$ cat src/rtl/core/fc32_pkg.sv
// ----------------------------------------------------------------------------
// fc32_pkg
// Constants and round functions for the 32-bit Feistel encryption core.
// ----------------------------------------------------------------------------
package fc32_pkg;

  // Key bits are indexed MSB-first: index 0 is bit 63 of the master key.
  typedef logic [0:63] key_bits_t;
  typedef logic [7:0]  byte_t;
  typedef logic [5:0]  bit_idx_t;

  localparam bit_idx_t PERM [64] = '{
    6'd48, 6'd49, 6'd50, 6'd51, 6'd52, 6'd53, 6'd54, 6'd55,
    6'd56, 6'd57, 6'd58, 6'd59, 6'd60, 6'd61, 6'd62, 6'd63,
    6'd4,  6'd5,  6'd6,  6'd7,  6'd8,  6'd9,  6'd10, 6'd11,
    6'd12, 6'd13, 6'd14, 6'd15, 6'd20, 6'd21, 6'd22, 6'd23,
    6'd24, 6'd25, 6'd26, 6'd27, 6'd28, 6'd29, 6'd30, 6'd31,
    6'd32, 6'd33, 6'd34, 6'd35, 6'd36, 6'd37, 6'd38, 6'd39,
    6'd40, 6'd41, 6'd42, 6'd43, 6'd44, 6'd45, 6'd46, 6'd47,
    6'd0,  6'd1,  6'd2,  6'd3,  6'd16, 6'd17, 6'd18, 6'd19
  };

  localparam bit_idx_t SEL0 [8] = '{6'd0,  6'd1,  6'd2,  6'd3,  6'd8,  6'd9,  6'd10, 6'd11};
  localparam bit_idx_t SEL1 [8] = '{6'd4,  6'd5,  6'd6,  6'd7,  6'd12, 6'd13, 6'd14, 6'd15};
  localparam bit_idx_t SEL2 [8] = '{6'd16, 6'd17, 6'd18, 6'd19, 6'd24, 6'd25, 6'd26, 6'd27};
  localparam bit_idx_t SEL3 [8] = '{6'd20, 6'd21, 6'd22, 6'd23, 6'd28, 6'd29, 6'd30, 6'd31};

  function automatic byte_t ffun(input byte_t x);
    byte_t r1, r2, r7;
    r1 = {x[6:0], x[7]};
    r2 = {x[5:0], x[7:6]};
    r7 = {x[0], x[7:1]};
    return (r1 & r7) ^ r2;
  endfunction

  // Round constant is all zero, so only the NX mix and the permutation remain.
  function automatic key_bits_t key_update(input key_bits_t kb);
    key_bits_t nx;
    key_bits_t nk;
    nx = kb;
    nx[56] = kb[56] & (kb[56] ^ kb[62]);
    nx[57] = kb[57] & (kb[57] ^ kb[63]);
    nx[58] = kb[58] & (kb[58] ^ kb[56] ^ kb[62]);
    nx[59] = kb[59] & (kb[59] ^ kb[57] ^ kb[63]);
    nx[60] = kb[60] & (kb[60] ^ kb[58] ^ kb[56] ^ kb[62]);
    nx[61] = kb[61] & (kb[61] ^ kb[59] ^ kb[57] ^ kb[63]);
    nx[62] = kb[62] & (kb[62] ^ kb[60] ^ kb[58] ^ kb[56] ^ kb[62]);
    nx[63] = kb[63] & (kb[63] ^ kb[61] ^ kb[59] ^ kb[57] ^ kb[63]);
    for (int i = 0; i < 64; i++) begin
      nk[i] = nx[PERM[i]];
    end
    return nk;
  endfunction

  function automatic byte_t pick_byte(input key_bits_t kb, input bit_idx_t sel [8]);
    byte_t v;
    for (int j = 0; j < 8; j++) begin
      v[7-j] = kb[sel[j]];
    end
    return v;
  endfunction

endpackage

$ cat src/rtl/core/feistel_cipher_32bit_encrypt.sv
// ----------------------------------------------------------------------------
// feistel_cipher_32bit_encrypt
// Fully unrolled round pipeline encrypting one 32-bit block per cycle.
//
//   channel  | handshake                 | payload
//   ---------+---------------------------+-------------------------------------
//   input    | start, busy               | left0_i right0_i left1_i right1_i
//   result   | out_valid_o (strobe)      | cipher_left0_o .. cipher_right1_o
//   config   | cfg_valid_i, cfg_ready_o  | cfg_wdata_i (master key)
//
// One round per register stage, the key schedule travels with each word.
// A new word is taken every cycle.
// busy is never raised and the pipeline never stalls, since results are
// only strobed. Reset clears the stage valid bits and the master key.
// ----------------------------------------------------------------------------
module feistel_cipher_32bit_encrypt
  import fc32_pkg::*;
#(
  parameter int ROUNDS = 16
) (
  input  logic        clk_i,
  input  logic        rst_ni,
  input  logic        start,
  output logic        busy,
  input  logic [7:0]  left0_i,
  input  logic [7:0]  right0_i,
  input  logic [7:0]  left1_i,
  input  logic [7:0]  right1_i,
  input  logic        cfg_valid_i,
  output logic        cfg_ready_o,
  input  logic [63:0] cfg_wdata_i,
  output logic        out_valid_o,
  output logic [7:0]  cipher_left0_o,
  output logic [7:0]  cipher_right0_o,
  output logic [7:0]  cipher_left1_o,
  output logic [7:0]  cipher_right1_o
);

  logic [63:0] master_key_q;

  logic      vld_q [ROUNDS];
  byte_t     l0_q  [ROUNDS];
  byte_t     r0_q  [ROUNDS];
  byte_t     l1_q  [ROUNDS];
  byte_t     r1_q  [ROUNDS];
  key_bits_t key_q [ROUNDS];

  logic      s_vld [ROUNDS+1];
  byte_t     s_l0  [ROUNDS+1];
  byte_t     s_r0  [ROUNDS+1];
  byte_t     s_l1  [ROUNDS+1];
  byte_t     s_r1  [ROUNDS+1];
  key_bits_t s_key [ROUNDS+1];

  assign busy        = 1'b0;
  assign cfg_ready_o = 1'b1;

  always_ff @(posedge clk_i or negedge rst_ni) begin
    if (!rst_ni) begin
      master_key_q <= '0;
    end else if (cfg_valid_i) begin
      master_key_q <= cfg_wdata_i;
    end
  end

  assign s_vld[0] = start;
  assign s_l0[0]  = left0_i;
  assign s_r0[0]  = right0_i;
  assign s_l1[0]  = left1_i;
  assign s_r1[0]  = right1_i;
  assign s_key[0] = master_key_q;

  for (genvar g = 0; g < ROUNDS; g++) begin : g_round
    key_bits_t key_d;
    byte_t     k0, k1, k2, k3;
    byte_t     l0_d, r0_d, l1_d, r1_d;
    byte_t     t0, t1;

    always_comb begin
      key_d = key_update(s_key[g]);
      k0    = pick_byte(key_d, SEL0);
      k1    = pick_byte(key_d, SEL1);
      k2    = pick_byte(key_d, SEL2);
      k3    = pick_byte(key_d, SEL3);
      t0    = ffun(s_l0[g]) ^ s_r0[g] ^ k0;
      t1    = ffun(s_l1[g]) ^ s_r1[g] ^ k1;
      r0_d  = ffun(t0) ^ s_l0[g] ^ k2;
      r1_d  = ffun(t1) ^ s_l1[g] ^ k3;
      // left halves swap branches
      l0_d  = t1;
      l1_d  = t0;
    end

    always_ff @(posedge clk_i or negedge rst_ni) begin
      if (!rst_ni) begin
        vld_q[g] <= 1'b0;
      end else begin
        vld_q[g] <= s_vld[g];
      end
    end

    always_ff @(posedge clk_i) begin
      if (s_vld[g]) begin
        l0_q[g]  <= l0_d;
        r0_q[g]  <= r0_d;
        l1_q[g]  <= l1_d;
        r1_q[g]  <= r1_d;
        key_q[g] <= key_d;
      end
    end

    assign s_vld[g+1] = vld_q[g];
    assign s_l0[g+1]  = l0_q[g];
    assign s_r0[g+1]  = r0_q[g];
    assign s_l1[g+1]  = l1_q[g];
    assign s_r1[g+1]  = r1_q[g];
    assign s_key[g+1] = key_q[g];
  end

  assign out_valid_o     = s_vld[ROUNDS];
  assign cipher_left0_o  = s_l0[ROUNDS];
  assign cipher_right0_o = s_r0[ROUNDS];
  assign cipher_left1_o  = s_l1[ROUNDS];
  assign cipher_right1_o = s_r1[ROUNDS];

endmodule
$ cat config.mk
export PLATFORM = sky130hd
export DESIGN_NAME = feistel_cipher_32bit_encrypt
export DESIGN_NICKNAME = d
export VERILOG_FILES = /design/src/rtl/core/fc32_pkg.sv /design/src/rtl/core/feistel_cipher_32bit_encrypt.sv
export SDC_FILE = /design/constraint.sdc
export NUM_CORES = 2
export LEC_CHECK = 0
export ABC_CLOCK_PERIOD_IN_PS = 2900
export BUFFER_PORTS_ARGS = -buffer_cell sky130_fd_sc_hd__buf_2
export CAP_MARGIN = 10
export CORE_MARGIN = 4
export CORE_UTILIZATION = 50
export CTS_CLUSTER_DIAMETER = 200
export DETAILED_ROUTE_END_ITERATION = 8
export PLACE_DENSITY = 0.7
export SYNTH_ARGS = -nofsm -noshare
export SYNTH_HDL_FRONTEND = slang
export SYNTH_SLANG_ARGS = --single-unit
$ cat constraint.sdc
create_clock -name clk_i -period 2.9 [get_ports clk_i]
set_input_delay 0.435 -clock clk_i [delete_from_list [all_inputs] [get_ports clk_i]]
set_output_delay 0.435 -clock clk_i [all_outputs]
set_load 0.02 [all_outputs]
==> metrics.md <==
| Metric | Value |
|---|---|
| # rows | `131` |
| Clock skew | `0.0246 ns` |
| Most frequent cells in the layout | `edfxtp_1 (1416), xnor2_1 (1311), nand2_1 (548), clkbuf_16 (151), buf_2 (130)` |
| Max_cap viols | `0` |
| Flops & latches, synth | `1496` |
| Post-Syn Area per Cell | `16.7 µm²` |
| Routability cong. | `0.890` |
| Largest net degree at the start of global routing | `73` |
| Most common cell after layout, fill and taps aside | `edfxtp_1` |
| Top delay family on crit path | `XOR/XNOR gates` |
| Post-synthesis sequential area ratio | `68.7%` |
| Area delta synth->final | `13.0%` |
| Initial core utilization | `50.6%` |
| Hold Crit Start | `left0_i[3]` |
| Layout cells sized above 1 | `15.2%` |
| Synth Net Count | `3983` |
| CTS tree | `built` |
| DR vias/cell | `4.91` |
| Port Buffers | `132` |
| Critical path type | `register to register` |
| Core region area | `0.128 mm²` |
| Fin crit share | `73.2%` |
| IO Count | `135` |
| CP endpoint kind | `register` |
| ANT nets after route | `0` |
| First-pass GRT wire length | `202 mm` |
| Required time worst endpoint | `3.55 ns` |
| Root buf cell | `clkbuf_16` |
| First DRT Iteration DRCs | `2418` |
| Startpoint types | `register` |
| Status | `completed` |
| Cell count after synthesis | `3883` |
| Final hold violations | `0` |
| Buffer and inverter count on the worst path | `1` |
| Hold slack | `0.154 ns` |
| Synthesized cell area | `0.0648 mm²` |
| Inserted Clock Buffers | `147` |
| First-pass iteration count of the detailed router | `5` |
| Tot GR Track Use | `20.4%` |
| Initial antenna violation count | `2` |
| Dpl hpwl | `105 mm` |
| Worst skew pair latency | `0.78 ns` |
| Slowest CP cell | `edfxtp_1` |
| Worst-Margin Slew | `0.714 ns` |
| Worst slew margin | `52.1%` |
| Max Fanout on Critical Path | `4` |
| Setup ws final | `0.777 ns` |
| Worst path max stage delay | `0.43 ns` |
| Die Span Y | `368 µm` |
| Fill cells | `9859` |
| Clk sinks | `1496` |
| R2R cell count | `6` |
| CP most frequent cell | `xnor2_1` |
| Final setup viols | `0` |
| Yosys warning count | `0` |
| Fin area | `0.0733 mm²` |
| Via count | `29.9k` |
| FMAX | `0.471 GHz` |
| Worst hold stages | `2` |
| Dpl ws | `0.774 ns` |
| Worst r2r dst | `r0_q[1][29]$_DFFE_PP_` |
| Multi-input gate area | `0.0200 mm²` |
| Critical path cell sequence | `xnor2_1, xnor2_1, xnor2_1, nand2_1, xnor2_1, buf_4` |
| Post-synthesis cell type count | `26` |
| Routed WL | `136 mm` |
| Wire per inst | `22.5 µm` |
| Number of global-route vias before repair | `30.6k` |
| Worst Hold Class | `input pin to register` |
| DRC viols | `0` |
| Hold path endpoint | `l1_q[0][5]$_DFFE_PP_` |
| Worst R2R Setup Slack | `0.78 ns` |
| Placed inst area | `0.0679 mm²` |
| Reg clk slew, reported paths | `0.06 ns` |
| Crit path DAT | `2.77 ns` |
| Die W | `368 µm` |
| Fin crit period | `2.12 ns` |
| # H-tree levels | `4` |
| Storage element area | `0.0446 mm²` |
| Die ar. | `0.136 mm²` |
| RSZ-0062 raised after global routing | `no` |
| Clock buffer depth | `3` |
| Global route overflow | `0` |
| Slew Limit Fails | `0` |
| RR Startpoint | `key_q[1][140]$_DFFE_PP_` |
| Setup TNS | `0 ns` |
| Net count, final | `4330` |
## synth_stat cells
master    count  area [µm²]
nand2b_1     27         169
nand2_1     548        2060
mux2_2       64         721
buf_4        34         255
nor2b_4      19         262
nor3b_4       9         169
clkbuf_1      7        26.3
and2b_1      28         210
and2_4       15         131
mux2i_1       5        50.1
inv_1        15        56.3
xnor3_1      69        1550
nor3b_2       2        25.0
xor3_1        2        47.6
dfrtp_1      80        2000
xnor2_1    1311       11500
nor2b_2       2        17.5
nor2b_1      13        81.3
xnor2_4       1        27.5
xnor2_2     123        2000
edfxtp_1   1416       42500
xor2_2        9         146
xor2_1       56         490
mux2i_2      22         303
conb_1        2        7.51
and2_1        4        25.0
## cells by family after synthesis
kind of cell / Yosys count / share of synthesized area, %
XOR/XNOR: 1571 / 24.3
buffers and inverters: 56 / 0.521
flip-flops: 1496 / 68.7
multiplexers: 91 / 1.66
other: 2 / 0.0116
AND/OR/NAND/NOR: 667 / 4.85
## metrics by stage
stage	instances	utilization (%)
6_report	6078	57.2
5_1_grt	6077	57.2
4_1_cts	6077	57.2
3_5_place_dp	5744	53.0
3_3_place_gp	5744	53.0
2_1_floorplan	3883	-
## registers in the layout, summed over array words and instances, names as in the netlist
register / flops
l1_q: 128
key_q: 904
r0_q: 128
l0_q: 128
s_vld: 15
out_valid_o: 1
master_key_q: 64
r1_q: 128
## worst max-delay path by stage
| stage | startpoint | end | slack (ns) | cells after the start |
|---|---|---|---|---|
| 2_1_floorplan | s_vld[15]$_DFF_PN0_ | key_q[0][100]$_DFFE_PP_ | 0.20 | 0 |
| 3_3_place_gp | key_q[1][140]$_DFFE_PP_ | r0_q[1][29]$_DFFE_PP_ | 0.78 | 6 |
| 3_5_place_dp | key_q[1][140]$_DFFE_PP_ | r0_q[1][29]$_DFFE_PP_ | 0.77 | 6 |
| 4_1_cts | key_q[1][140]$_DFFE_PP_ | r0_q[1][29]$_DFFE_PP_ | 0.78 | 6 |
| 5_1_grt | key_q[1][140]$_DFFE_PP_ | r0_q[1][29]$_DFFE_PP_ | 0.69 | 6 |
| 6_report | key_q[1][140]$_DFFE_PP_ | r0_q[1][29]$_DFFE_PP_ | 0.78 | 6 |
## repair_timing
action                                 4_1_cts  5_1_grt
endpoints found under the hold margin      111        0
setup buffers                                0        0
hold buffers                                66        0
gates resized for setup                      0        0
## layer usage
layer | track usage, % | wire length [µm] | vias to the layer above
met1 | 25.6 | 54800 | 14900
li1 | - | - | 14100
met3 | 2.96 | 6050 | 161
met2 | 36.5 | 72200 | 747
met5 | 0 | 0 | -
met4 | 6.22 | 3450 | 0
## layout make-up
type	count	share of cell area, %
clock inverters	71	0.866
repair buffers	239	2.50
flip-flops and latches	1496	60.8
diodes	1	0.00342
multi-input cells	2331	27.3
clock buffers	196	5.48
well taps	1729	2.95
inverters	15	0.0769
Power is not shown: default switching activity piles up to over one toggle a cycle in this logic, so the estimate is an artifact.
